File: config.mk
export PLATFORM = sky130hd
export DESIGN_NAME = transparent_run_rle_encoder
export DESIGN_NICKNAME = d
export VERILOG_FILES = /design/src/design/trre_pkg.sv /design/src/design/trre_ram.sv /design/src/design/trre_front.sv /design/src/design/trre_queue.sv /design/src/design/trre_back.sv /design/src/design/transparent_run_rle_encoder.sv
export VERILOG_INCLUDE_DIRS = /design/src /design/src/design
export SDC_FILE = /design/constraint.sdc
export NUM_CORES = 2
export LEC_CHECK = 0
export ABC_AREA = 1
export ABC_CLOCK_PERIOD_IN_PS = 7300
export BUFFER_PORTS_ARGS = -buffer_cell sky130_fd_sc_hd__buf_2
export CAP_MARGIN = 30
export CORE_MARGIN = 5
export CORE_UTILIZATION = 55
export DETAILED_ROUTE_END_ITERATION = 7
export HOLD_SLACK_MARGIN = 0.02
export PLACE_DENSITY_LB_ADDON = 0.08
export SYNTH_ARGS = -nofsm -noshare
export SYNTH_HDL_FRONTEND = slang
export SYNTH_HIERARCHICAL = 1
export SYNTH_SLANG_ARGS = --single-unit
File: constraint.sdc
create_clock -name clk -period 7.3 [get_ports clk]
set_input_delay 0 -clock clk [delete_from_list [all_inputs] [get_ports clk]]
set_output_delay 0 -clock clk [all_outputs]
set_load 0.05 [all_outputs]
File: src/design/assert_macros.svh
// assertion macros shared by the encoder's rtl
// no dependencies; assumes clk and rst are in scope where used
`ifndef ASSERT_MACROS_SVH
`define ASSERT_MACROS_SVH

// property checked on every rising edge, off while reset is held
`define TRRE_ASSERT(lbl, prop, msg) \
  lbl: assert property (@(posedge clk) disable iff (rst) (prop)) else $error(msg);

// property checked on every rising edge, also during reset
`define TRRE_ASSERT_ALWAYS(lbl, prop, msg) \
  lbl: assert property (@(posedge clk) (prop)) else $error(msg);

`endif

File: src/design/trre_pkg.sv
// shared types and constants of the transparent-run rle encoder
// no dependencies
package trre_pkg;

  localparam int COLOR_W = 24;
  localparam int CNT_W   = 6;   // width of column and run counts and of the row_width field
  localparam int KIND_W  = 2;
  localparam int CFG_IDX_W = 2;
  localparam int Q_DEPTH = 2;
  localparam int Q_PTR_W = 1;

  localparam logic [KIND_W-1:0] KIND_TCOUNT = 2'd0;
  localparam logic [KIND_W-1:0] KIND_OCOUNT = 2'd1;
  localparam logic [KIND_W-1:0] KIND_PIXEL  = 2'd2;
  localparam logic [KIND_W-1:0] KIND_ROWEND = 2'd3;

  localparam logic [CFG_IDX_W-1:0] REG_ROW_WIDTH = 2'd0;
  localparam logic [CFG_IDX_W-1:0] REG_KEY_COLOR = 2'd1;

  localparam logic [CNT_W-1:0]   ROW_WIDTH_RESET = 6'd32;
  localparam logic [COLOR_W-1:0] KEY_COLOR_RESET = 24'hFF00FF;

  // words one accepted pixel causes, emitted in field order
  typedef struct packed {
    logic             t_en;
    logic [CNT_W-1:0] t_cnt;
    logic             f_en;
    logic [CNT_W-1:0] f_cnt;
    logic             f_bank;
    logic             r_en;
  } cmd_t;

  // back end hands a drained buffer bank back to the front end
  typedef struct packed {
    logic valid;
    logic bank;
  } release_t;

endpackage

File: src/design/trre_ram.sv
// generic single write port ram with registered read
// no dependencies
module trre_ram #(
  parameter int WIDTH = 24,
  parameter int DEPTH = 64
) (
  input  logic                     clk,
  input  logic                     we,
  input  logic [$clog2(DEPTH)-1:0] waddr,
  input  logic [WIDTH-1:0]         wdata,
  input  logic [$clog2(DEPTH)-1:0] raddr,
  output logic [WIDTH-1:0]         rdata
);

  logic [WIDTH-1:0] mem [DEPTH];

  always_ff @(posedge clk) begin
    if (we) begin
      mem[waddr] <= wdata;
    end
    rdata <= mem[raddr];
  end

endmodule

File: src/design/trre_front.sv
// front end: config registers, pixel intake, run tracking, buffer writes
// depends on trre_pkg
module trre_front #(
  parameter int MAX_WIDTH = 32,
  parameter int AW = 5
) (
  input  logic                        clk,
  input  logic                        rst,
  input  logic                        cfg_valid,
  output logic                        cfg_ready,
  input  logic [trre_pkg::CFG_IDX_W-1:0] cfg_index,
  input  logic [trre_pkg::COLOR_W-1:0]   cfg_data,
  input  logic                        s_tvalid,
  output logic                        s_tready,
  input  logic [trre_pkg::COLOR_W-1:0]   s_tdata,
  input  logic                        q_full,
  output logic                        push,
  output trre_pkg::cmd_t              push_data,
  output logic                        ram_we,
  output logic                        ram_wbank,
  output logic [AW-1:0]               ram_widx,
  output logic [trre_pkg::COLOR_W-1:0]   ram_wdata,
  input  trre_pkg::release_t          rel,
  output logic [1:0]                  pending
);

  localparam logic [trre_pkg::CNT_W-1:0] MAX_W = trre_pkg::CNT_W'(MAX_WIDTH);

  logic [trre_pkg::CNT_W-1:0]   row_width;
  logic [trre_pkg::COLOR_W-1:0] key_color;
  logic [trre_pkg::CNT_W-1:0]   column, column_next;
  logic [trre_pkg::CNT_W-1:0]   run_length, run_length_next;
  logic                         in_run, in_run_next;
  logic                         had_opaque, had_opaque_next;
  logic                         cur_bank;
  logic [1:0]                   pending_next;

  logic [trre_pkg::CNT_W-1:0] eff_w;
  logic [trre_pkg::CNT_W-1:0] column_inc;
  logic [trre_pkg::CNT_W-1:0] rl_after;
  logic                       accept, opaque, row_end, start;
  trre_pkg::cmd_t             cmd;

  assign cfg_ready = 1'b1;
  assign s_tready  = !q_full && (in_run || !pending[cur_bank]);
  assign accept    = s_tvalid && s_tready;

  assign eff_w = (row_width == '0) ? trre_pkg::CNT_W'(1) :
                 (row_width > MAX_W) ? MAX_W : row_width;

  assign opaque     = (s_tdata != key_color);
  assign start      = opaque && !in_run;
  assign column_inc = column + trre_pkg::CNT_W'(1);
  assign row_end    = (column_inc >= eff_w);

  always_comb begin
    cmd             = '0;
    rl_after        = run_length + trre_pkg::CNT_W'(1);
    in_run_next     = in_run;
    had_opaque_next = had_opaque;
    if (opaque) begin
      cmd.t_en        = start;
      cmd.t_cnt       = run_length;
      rl_after        = start ? trre_pkg::CNT_W'(1) : run_length + trre_pkg::CNT_W'(1);
      in_run_next     = 1'b1;
      had_opaque_next = 1'b1;
      cmd.f_en        = row_end;
      cmd.f_cnt       = rl_after;
    end else begin
      cmd.f_en    = in_run;
      cmd.f_cnt   = run_length;
      rl_after    = in_run ? trre_pkg::CNT_W'(1) : run_length + trre_pkg::CNT_W'(1);
      in_run_next = 1'b0;
      // all-transparent row reports its pixel count
      cmd.t_en    = row_end && !had_opaque;
      cmd.t_cnt   = rl_after;
    end
    cmd.f_bank = cur_bank;
    cmd.r_en   = row_end;

    if (row_end) begin
      column_next     = '0;
      run_length_next = '0;
      in_run_next     = 1'b0;
      had_opaque_next = 1'b0;
    end else begin
      column_next     = column_inc;
      run_length_next = rl_after;
    end
  end

  assign push      = accept && (cmd.t_en || cmd.f_en || cmd.r_en);
  assign push_data = cmd;
  assign ram_we    = accept && opaque;
  assign ram_wbank = cur_bank;
  assign ram_widx  = start ? '0 : run_length[AW-1:0];
  assign ram_wdata = s_tdata;

  always_comb begin
    pending_next = pending;
    if (rel.valid) begin
      pending_next[rel.bank] = 1'b0;
    end
    if (accept && cmd.f_en) begin
      pending_next[cur_bank] = 1'b1;
    end
  end

  always_ff @(posedge clk) begin
    if (rst) begin
      row_width  <= trre_pkg::ROW_WIDTH_RESET;
      key_color  <= trre_pkg::KEY_COLOR_RESET;
      column     <= '0;
      run_length <= '0;
      in_run     <= 1'b0;
      had_opaque <= 1'b0;
      cur_bank   <= 1'b0;
      pending    <= '0;
    end else begin
      if (cfg_valid && cfg_ready) begin
        case (cfg_index)
          trre_pkg::REG_ROW_WIDTH: row_width <= cfg_data[trre_pkg::CNT_W-1:0];
          trre_pkg::REG_KEY_COLOR: key_color <= cfg_data;
          default: ;
        endcase
      end
      if (accept) begin
        column     <= column_next;
        run_length <= run_length_next;
        in_run     <= in_run_next;
        had_opaque <= had_opaque_next;
        if (cmd.f_en) begin
          cur_bank <= !cur_bank;
        end
      end
      pending <= pending_next;
    end
  end

endmodule

File: src/design/trre_queue.sv
// short command queue between the front and back ends
// depends on trre_pkg
module trre_queue (
  input  logic           clk,
  input  logic           rst,
  input  logic           push,
  input  trre_pkg::cmd_t push_data,
  output logic           full,
  input  logic           pop,
  output logic           avail,
  output trre_pkg::cmd_t head
);

  trre_pkg::cmd_t                entry [trre_pkg::Q_DEPTH];
  logic [trre_pkg::Q_PTR_W-1:0]  wptr, rptr;
  logic [trre_pkg::Q_PTR_W:0]    count;

  assign full  = (count == (trre_pkg::Q_PTR_W+1)'(trre_pkg::Q_DEPTH));
  assign avail = (count != '0);
  assign head  = entry[rptr];

  always_ff @(posedge clk) begin
    if (push) begin
      entry[wptr] <= push_data;
    end
  end

  always_ff @(posedge clk) begin
    if (rst) begin
      wptr  <= '0;
      rptr  <= '0;
      count <= '0;
    end else begin
      if (push) begin
        wptr <= wptr + trre_pkg::Q_PTR_W'(1);
      end
      if (pop) begin
        rptr <= rptr + trre_pkg::Q_PTR_W'(1);
      end
      case ({push, pop})
        2'b10:   count <= count + (trre_pkg::Q_PTR_W+1)'(1);
        2'b01:   count <= count - (trre_pkg::Q_PTR_W+1)'(1);
        default: count <= count;
      endcase
    end
  end

endmodule

File: src/design/trre_back.sv
// back end: walks one command into words, reads buffered pixels, output register
// depends on trre_pkg
module trre_back #(
  parameter int AW = 5
) (
  input  logic                         clk,
  input  logic                         rst,
  input  logic                         q_avail,
  input  trre_pkg::cmd_t               q_head,
  output logic                         q_pop,
  output logic                         ram_rbank,
  output logic [AW-1:0]                ram_ridx,
  input  logic [trre_pkg::COLOR_W-1:0] ram_rdata,
  output trre_pkg::release_t           rel,
  output logic                         m_tvalid,
  input  logic                         m_tready,
  output logic [trre_pkg::COLOR_W-1:0] m_tdata,
  output logic [trre_pkg::KIND_W-1:0]  m_tuser,
  output logic                         m_tlast
);

  localparam logic [2:0] ST_IDLE = 3'd0;
  localparam logic [2:0] ST_TCNT = 3'd1;
  localparam logic [2:0] ST_OCNT = 3'd2;
  localparam logic [2:0] ST_PIX  = 3'd3;
  localparam logic [2:0] ST_REND = 3'd4;

  logic [2:0]                 state, state_next;
  trre_pkg::cmd_t             cmd, cmd_next;
  logic [trre_pkg::CNT_W-1:0] idx, idx_next;
  logic                       can_load, emit, emit_last;
  logic [trre_pkg::COLOR_W-1:0] emit_word;
  logic [trre_pkg::KIND_W-1:0]  emit_kind;
  logic                       pix_done;

  assign can_load = !m_tvalid || m_tready;
  assign pix_done = ((idx + trre_pkg::CNT_W'(1)) == cmd.f_cnt);

  always_comb begin
    state_next = state;
    cmd_next   = cmd;
    idx_next   = idx;
    q_pop      = 1'b0;
    emit       = 1'b0;
    emit_word  = '0;
    emit_kind  = trre_pkg::KIND_ROWEND;
    emit_last  = 1'b0;
    rel        = '0;
    case (state)
      ST_IDLE: begin
        if (q_avail) begin
          q_pop    = 1'b1;
          cmd_next = q_head;
          idx_next = '0;
          state_next = q_head.t_en ? ST_TCNT : (q_head.f_en ? ST_OCNT : ST_REND);
        end
      end
      ST_TCNT: begin
        if (can_load) begin
          emit      = 1'b1;
          emit_word = trre_pkg::COLOR_W'(cmd.t_cnt);
          emit_kind = trre_pkg::KIND_TCOUNT;
          emit_last = !cmd.f_en && !cmd.r_en;
          state_next = cmd.f_en ? ST_OCNT : (cmd.r_en ? ST_REND : ST_IDLE);
        end
      end
      ST_OCNT: begin
        if (can_load) begin
          emit      = 1'b1;
          emit_word = trre_pkg::COLOR_W'(cmd.f_cnt);
          emit_kind = trre_pkg::KIND_OCOUNT;
          state_next = ST_PIX;
        end
      end
      ST_PIX: begin
        if (can_load) begin
          emit      = 1'b1;
          emit_word = ram_rdata;
          emit_kind = trre_pkg::KIND_PIXEL;
          emit_last = pix_done && !cmd.r_en;
          if (pix_done) begin
            rel.valid  = 1'b1;
            rel.bank   = cmd.f_bank;
            state_next = cmd.r_en ? ST_REND : ST_IDLE;
          end else begin
            idx_next = idx + trre_pkg::CNT_W'(1);
          end
        end
      end
      ST_REND: begin
        if (can_load) begin
          emit       = 1'b1;
          emit_kind  = trre_pkg::KIND_ROWEND;
          emit_last  = 1'b1;
          state_next = ST_IDLE;
        end
      end
      default: state_next = ST_IDLE;
    endcase
  end

  // read address follows the next index so the word is ready when needed
  assign ram_rbank = cmd_next.f_bank;
  assign ram_ridx  = idx_next[AW-1:0];

  always_ff @(posedge clk) begin
    if (rst) begin
      state    <= ST_IDLE;
      idx      <= '0;
      m_tvalid <= 1'b0;
    end else begin
      state <= state_next;
      idx   <= idx_next;
      if (emit) begin
        m_tvalid <= 1'b1;
      end else if (m_tready) begin
        m_tvalid <= 1'b0;
      end
    end
  end

  always_ff @(posedge clk) begin
    cmd <= cmd_next;
    if (emit) begin
      m_tdata <= emit_word;
      m_tuser <= emit_kind;
      m_tlast <= emit_last;
    end
  end

endmodule

File: src/design/transparent_run_rle_encoder.sv
// transparent-run rle encoder: pixel intake at one per cycle into a two-entry queue,
// words out at one per cycle while m_tready allows, with an idle state between the word groups of two pixels.
// first word of a pixel passes the queue, the back-end state register and the output register.
// intake stalls on a full queue, or outside an opaque run while the next bank still drains.
// reset (synchronous, active high) clears counters, queue, bank flags and output valid;
// the pixel buffer is not cleared and needs no clearing pass.
`include "assert_macros.svh"

module transparent_run_rle_encoder #(
  parameter int MAX_WIDTH = 32
) (
  input  logic        clk,
  input  logic        rst,
  input  logic        cfg_valid,
  output logic        cfg_ready,
  input  logic [1:0]  cfg_index,
  input  logic [23:0] cfg_data,
  input  logic        s_tvalid,
  output logic        s_tready,
  input  logic [23:0] s_tdata,   // [23:0] pixel
  output logic        m_tvalid,
  input  logic        m_tready,
  output logic [23:0] m_tdata,   // [23:0] word
  output logic [1:0]  m_tuser,   // [1:0] kind
  output logic        m_tlast
);

  localparam int AW    = (MAX_WIDTH > 1) ? $clog2(MAX_WIDTH) : 1;
  localparam int DEPTH = 2 ** (AW + 1);

  logic                         q_full, q_push, q_pop, q_avail;
  trre_pkg::cmd_t               q_in, q_head;
  logic                         ram_we, ram_wbank, ram_rbank;
  logic [AW-1:0]                ram_widx, ram_ridx;
  logic [trre_pkg::COLOR_W-1:0] ram_wdata, ram_rdata;
  trre_pkg::release_t           rel;
  logic [1:0]                   pending;

  trre_front #(.MAX_WIDTH(MAX_WIDTH), .AW(AW)) u_front (
    .clk       (clk),
    .rst       (rst),
    .cfg_valid (cfg_valid),
    .cfg_ready (cfg_ready),
    .cfg_index (cfg_index),
    .cfg_data  (cfg_data),
    .s_tvalid  (s_tvalid),
    .s_tready  (s_tready),
    .s_tdata   (s_tdata),
    .q_full    (q_full),
    .push      (q_push),
    .push_data (q_in),
    .ram_we    (ram_we),
    .ram_wbank (ram_wbank),
    .ram_widx  (ram_widx),
    .ram_wdata (ram_wdata),
    .rel       (rel),
    .pending   (pending)
  );

  trre_queue u_queue (
    .clk       (clk),
    .rst       (rst),
    .push      (q_push),
    .push_data (q_in),
    .full      (q_full),
    .pop       (q_pop),
    .avail     (q_avail),
    .head      (q_head)
  );

  trre_ram #(.WIDTH(trre_pkg::COLOR_W), .DEPTH(DEPTH)) u_buf (
    .clk   (clk),
    .we    (ram_we),
    .waddr ({ram_wbank, ram_widx}),
    .wdata (ram_wdata),
    .raddr ({ram_rbank, ram_ridx}),
    .rdata (ram_rdata)
  );

  trre_back #(.AW(AW)) u_back (
    .clk       (clk),
    .rst       (rst),
    .q_avail   (q_avail),
    .q_head    (q_head),
    .q_pop     (q_pop),
    .ram_rbank (ram_rbank),
    .ram_ridx  (ram_ridx),
    .ram_rdata (ram_rdata),
    .rel       (rel),
    .m_tvalid  (m_tvalid),
    .m_tready  (m_tready),
    .m_tdata   (m_tdata),
    .m_tuser   (m_tuser),
    .m_tlast   (m_tlast)
  );

  // a bank still being drained is never overwritten
  `TRRE_ASSERT(a_no_write_busy_bank, ram_we |-> !pending[ram_wbank], "write into draining bank")
  // only a bank handed to the back end can be handed back
  `TRRE_ASSERT(a_release_pending, rel.valid |-> pending[rel.bank], "release of idle bank")
  // row end always closes the words of its pixel
  `TRRE_ASSERT(a_rowend_last, (m_tvalid && m_tuser == trre_pkg::KIND_ROWEND) |-> m_tlast,
    "row end word without last")

endmodule
==> run summary <==
hold path depth = 5
skew final = 0.0284 ns
P_leak = 28.4 nW
num rows = 130
DR iter-0 viols = 5658
max-slew violation count = 0
largest area contributor in the netlist = edfxtp_1
Routed WL = 198000 um
total gr overflow = 0
post-CTS sizing = 0
vias = 47.3k
Port Buffer Count = 83
die height = 366 um
layout cells sized above 1 = 0.0922
share of the synthesized area in the top cell type = 0.693
Tcrit/Tclk final = 0.683
Peak VDD IR = 0.307 mV
ys flop type = edfxtp_1
r2r endpoint = u_buf/mem[61][1]
Critical Path Fanout Max = 35
die area = 134000 um^2
post-synth net total = 6138
Post-synth EDFFs = 1609
DRC = 0
Cell Pwr Density = 300 nW/um^2
Worst R2R Start = u_front/key_color[13]
Worst Setup Start Kind = input port
min Tclk post-route = 4.99 ns
Post-CTS Setup Inserts = 0
unrepaired setup endpoints after global routing = false
number of hold-repair buffers added at the cts stage = 113
status = completed
max_cap viols = 0
vias in the first global route = 45.0k
most used cell, CP = nand2_1
reg2reg setup slack = 2.40 ns
GRT Util Overall = 0.290
CTS sink cnt = 1696
TritonCTS Buffers = 174
Core Footprint = 126000 um^2
min-delay src = m_tready
Die X = 366 um
setup TNS = 0 ns
DR WL/cell = 24.8 um
Cell Area, Synth = 69800 um^2
Pre-antenna DRT Iters = 6
Worst-Skew Late Latency = 0.81 ns
Post-DRT Antenna Nets = 0
Synth warnings = 6
boundary pin count = 85
CTS tree = built
initial antenna violation count = 3
fin nets = 6251
Max Root-Sink Buffers = 3
WP data required = 7.78 ns
synth unique cells = 52
Crit-path slowest cell = nor2_2
Final Setup Violations = 0
Setup Crit Path Kind = in2reg
Avg Cell Area, Syn = 11.5 um^2
H-Tree Level Count = 4
total power = 23.4 mW
initial core utilization = 0.554
via/cell ratio = 5.91
Setup crit end kind = flop
gpl congestion = 0.848
Final Hold Slack = 0.172 ns
actual slew at the worst max-slew pin = 1.18 ns
Synth area leaders = edfxtp_1 (69%), nand2_1 (12%), nand3_1 (9.6%), dfxtp_1 (2.5%), buf_2 (1.2%)
Slew HR = 0.216
fmax = 0.201 GHz
Detailed Place HPWL = 104000 um
final hold vios = 0
Gate Count Post-Synth = 6073
Worst Hold Class = in2reg
reg2reg path depth = 14
async set or reset register ratio after synthesis = 0
Clock transition at path regs = 0.06 ns
register area share after synthesis = 0.718
Crit path arrival time = 5.47 ns
Hold Path End = u_back/m_tvalid
global-route wire length before repair = 293000 um
synthesis-to-layout area growth = 11.9%
Fillers = 9860
Largest stage delay, worst path = 0.82 ns
Root Buffer = clkbuf_16
critical path cell sequence = dlygate4sd3_1 -> buf_2 -> inv_1 -> nand2_1 -> nand2_1 -> nor2_1 -> nand2_1 -> dlygate4sd3_1 -> nor2_2 -> nand3_2 -> nand2_1 -> inv_1 -> nor2_1 -> nand4_1 -> nor2_2 -> buf_4
#FFs+latches synth = 1696
largest net degree at the start of global routing = 211
synth_stat cells, types with 3 or more instances:
master and instances:
a21oi_1 31, edfxtp_1 1609, inv_1 114, o211ai_1 14
xor2_1 8, clkbuf_1 77, nor4_1 8, ha_1 10
inv_2 8, buf_2 171, nand2_1 2175, mux2_2 6
buf_4 64, mux2_4 10, buf_6 48, nand3_1 1343
dfxtp_1 87, xnor2_1 4, nor2_1 152, o21ai_1 3
nand2_2 7, a31oi_1 6, nor3_1 3, nor2_2 3
nand4_1 16, buf_1 27, o21ai_0 30, o22ai_1 8
buf_8 4
per-layer routing:
| layer | share of wire | vias to the layer above | global-route usage |
|---|---|---|---|
| met4 | 0.028 | 0 | 0.0888 |
| met5 | 0 | - | 0 |
| li1 | - | 21400 | - |
| met2 | 0.46 | 2307 | 0.454 |
| met1 | 0.42 | 23200 | 0.423 |
| met3 | 0.094 | 336 | 0.0495 |
logic make-up (layout without fill, tap and decap cells):
group                      Yosys count  count (layout)  synth area share
muxes                               16              16           0.00312
buffers and inverters              518             780            0.0406
xor gates and xnor gates            12              12           0.00151
DFF                               1696            1696             0.718
adders and majority gates           10              10           0.00179
AOI/OAI and AO/OA                  103             103           0.00881
and+or+nand+nor                   3717            3717             0.226
other                                1               8         0.0000538
metrics by stage:
stage,setup WS (ns),instances,util,instance area [um^2]
floorplan,2.47,6073,-,69800
global placement,2.65,7547,0.567,71300
detailed placement,2.53,7547,0.567,71300
CTS,2.48,7985,0.620,78000
global route,2.00,7985,0.620,78000
finish,2.31,7992,0.620,78000
final cells by class:
class,count,area (um^2),share of cell area
well taps,1650,2060,0.0265
flip-flops and latches,1696,50100,0.642
repair buffers,330,2740,0.0351
clock inverters,83,699,0.00897
clock buffers,242,4830,0.0620
inverters,125,512,0.00656
multi-input cells,3859,17100,0.219
diodes,7,17.5,0.000225
registers in the layout (all words and copies together) (netlist names), named ones only:
name                flops
u_back/cmd             15
u_back/idx              6
u_back/m_tdata         24
u_back/m_tlast          1
u_back/m_tuser          2
u_back/m_tvalid         1
u_back/state            3
u_buf/mem            1536
u_buf/rdata            24
u_front/column          6
u_front/had_opaque      1
u_front/in_run          1
u_front/key_color      24
u_front/pending         2
u_front/ram_wbank       1
u_front/row_width       6
u_front/run_length      6
u_queue/count           2
u_queue/entry          32
u_queue/rptr            1
u_queue/wptr            1
placed cells by master (no fill, tap or decap), types with 8 or more instances in the layout:
cell type / instances
buf_12: 15
nor2_2: 60
mux2_4: 10
edfxtp_1: 1609
clkbuf_16: 177
dfxtp_1: 87
buf_4: 119
inv_1: 111
ha_1: 10
clkinv_8: 8
nand2_2: 8
dlygate4sd3_1: 113
buf_2: 83
xor2_1: 8
o211ai_1: 14
nand2_1: 2171
clkinv_2: 30
o21ai_0: 28
nand3_1: 1343
clkbuf_1: 49
clkbuf_8: 16
nor4_2: 8
o22ai_1: 8
clkinv_1: 33
nor2_1: 95
a21oi_1: 31
nand4_1: 16
bufinv_16: 8
where the power goes:
part           leakage, nW  switching [mW]  total [mW]  internal, mW
sequential            15.2           0.166        11.2          11.0
clock                 2.71            3.70        8.62          4.92
combinational         10.4            2.69        3.60         0.904
critical path, delay by kind of cell:
family / cells / cell delay (ns)
buf+inv: 6 / 2.35
simple gates: 10 / 3.06
worst max path at each step:
stage | start | endpoint | slack (ns)
floorplan | u_front/ram_wbank | u_buf/mem[48][0] | 2.47
global placement | s_tdata[14] | u_buf/mem[61][4] | 2.65
detailed placement | s_tdata[14] | u_buf/mem[61][2] | 2.53
CTS | u_front/key_color[13] | u_buf/mem[61][13] | 2.48
global route | s_tdata[8] | u_buf/mem[61][1] | 2.00
finish | s_tdata[8] | u_buf/mem[61][1] | 2.31
(Power assumes the default switching activity.)
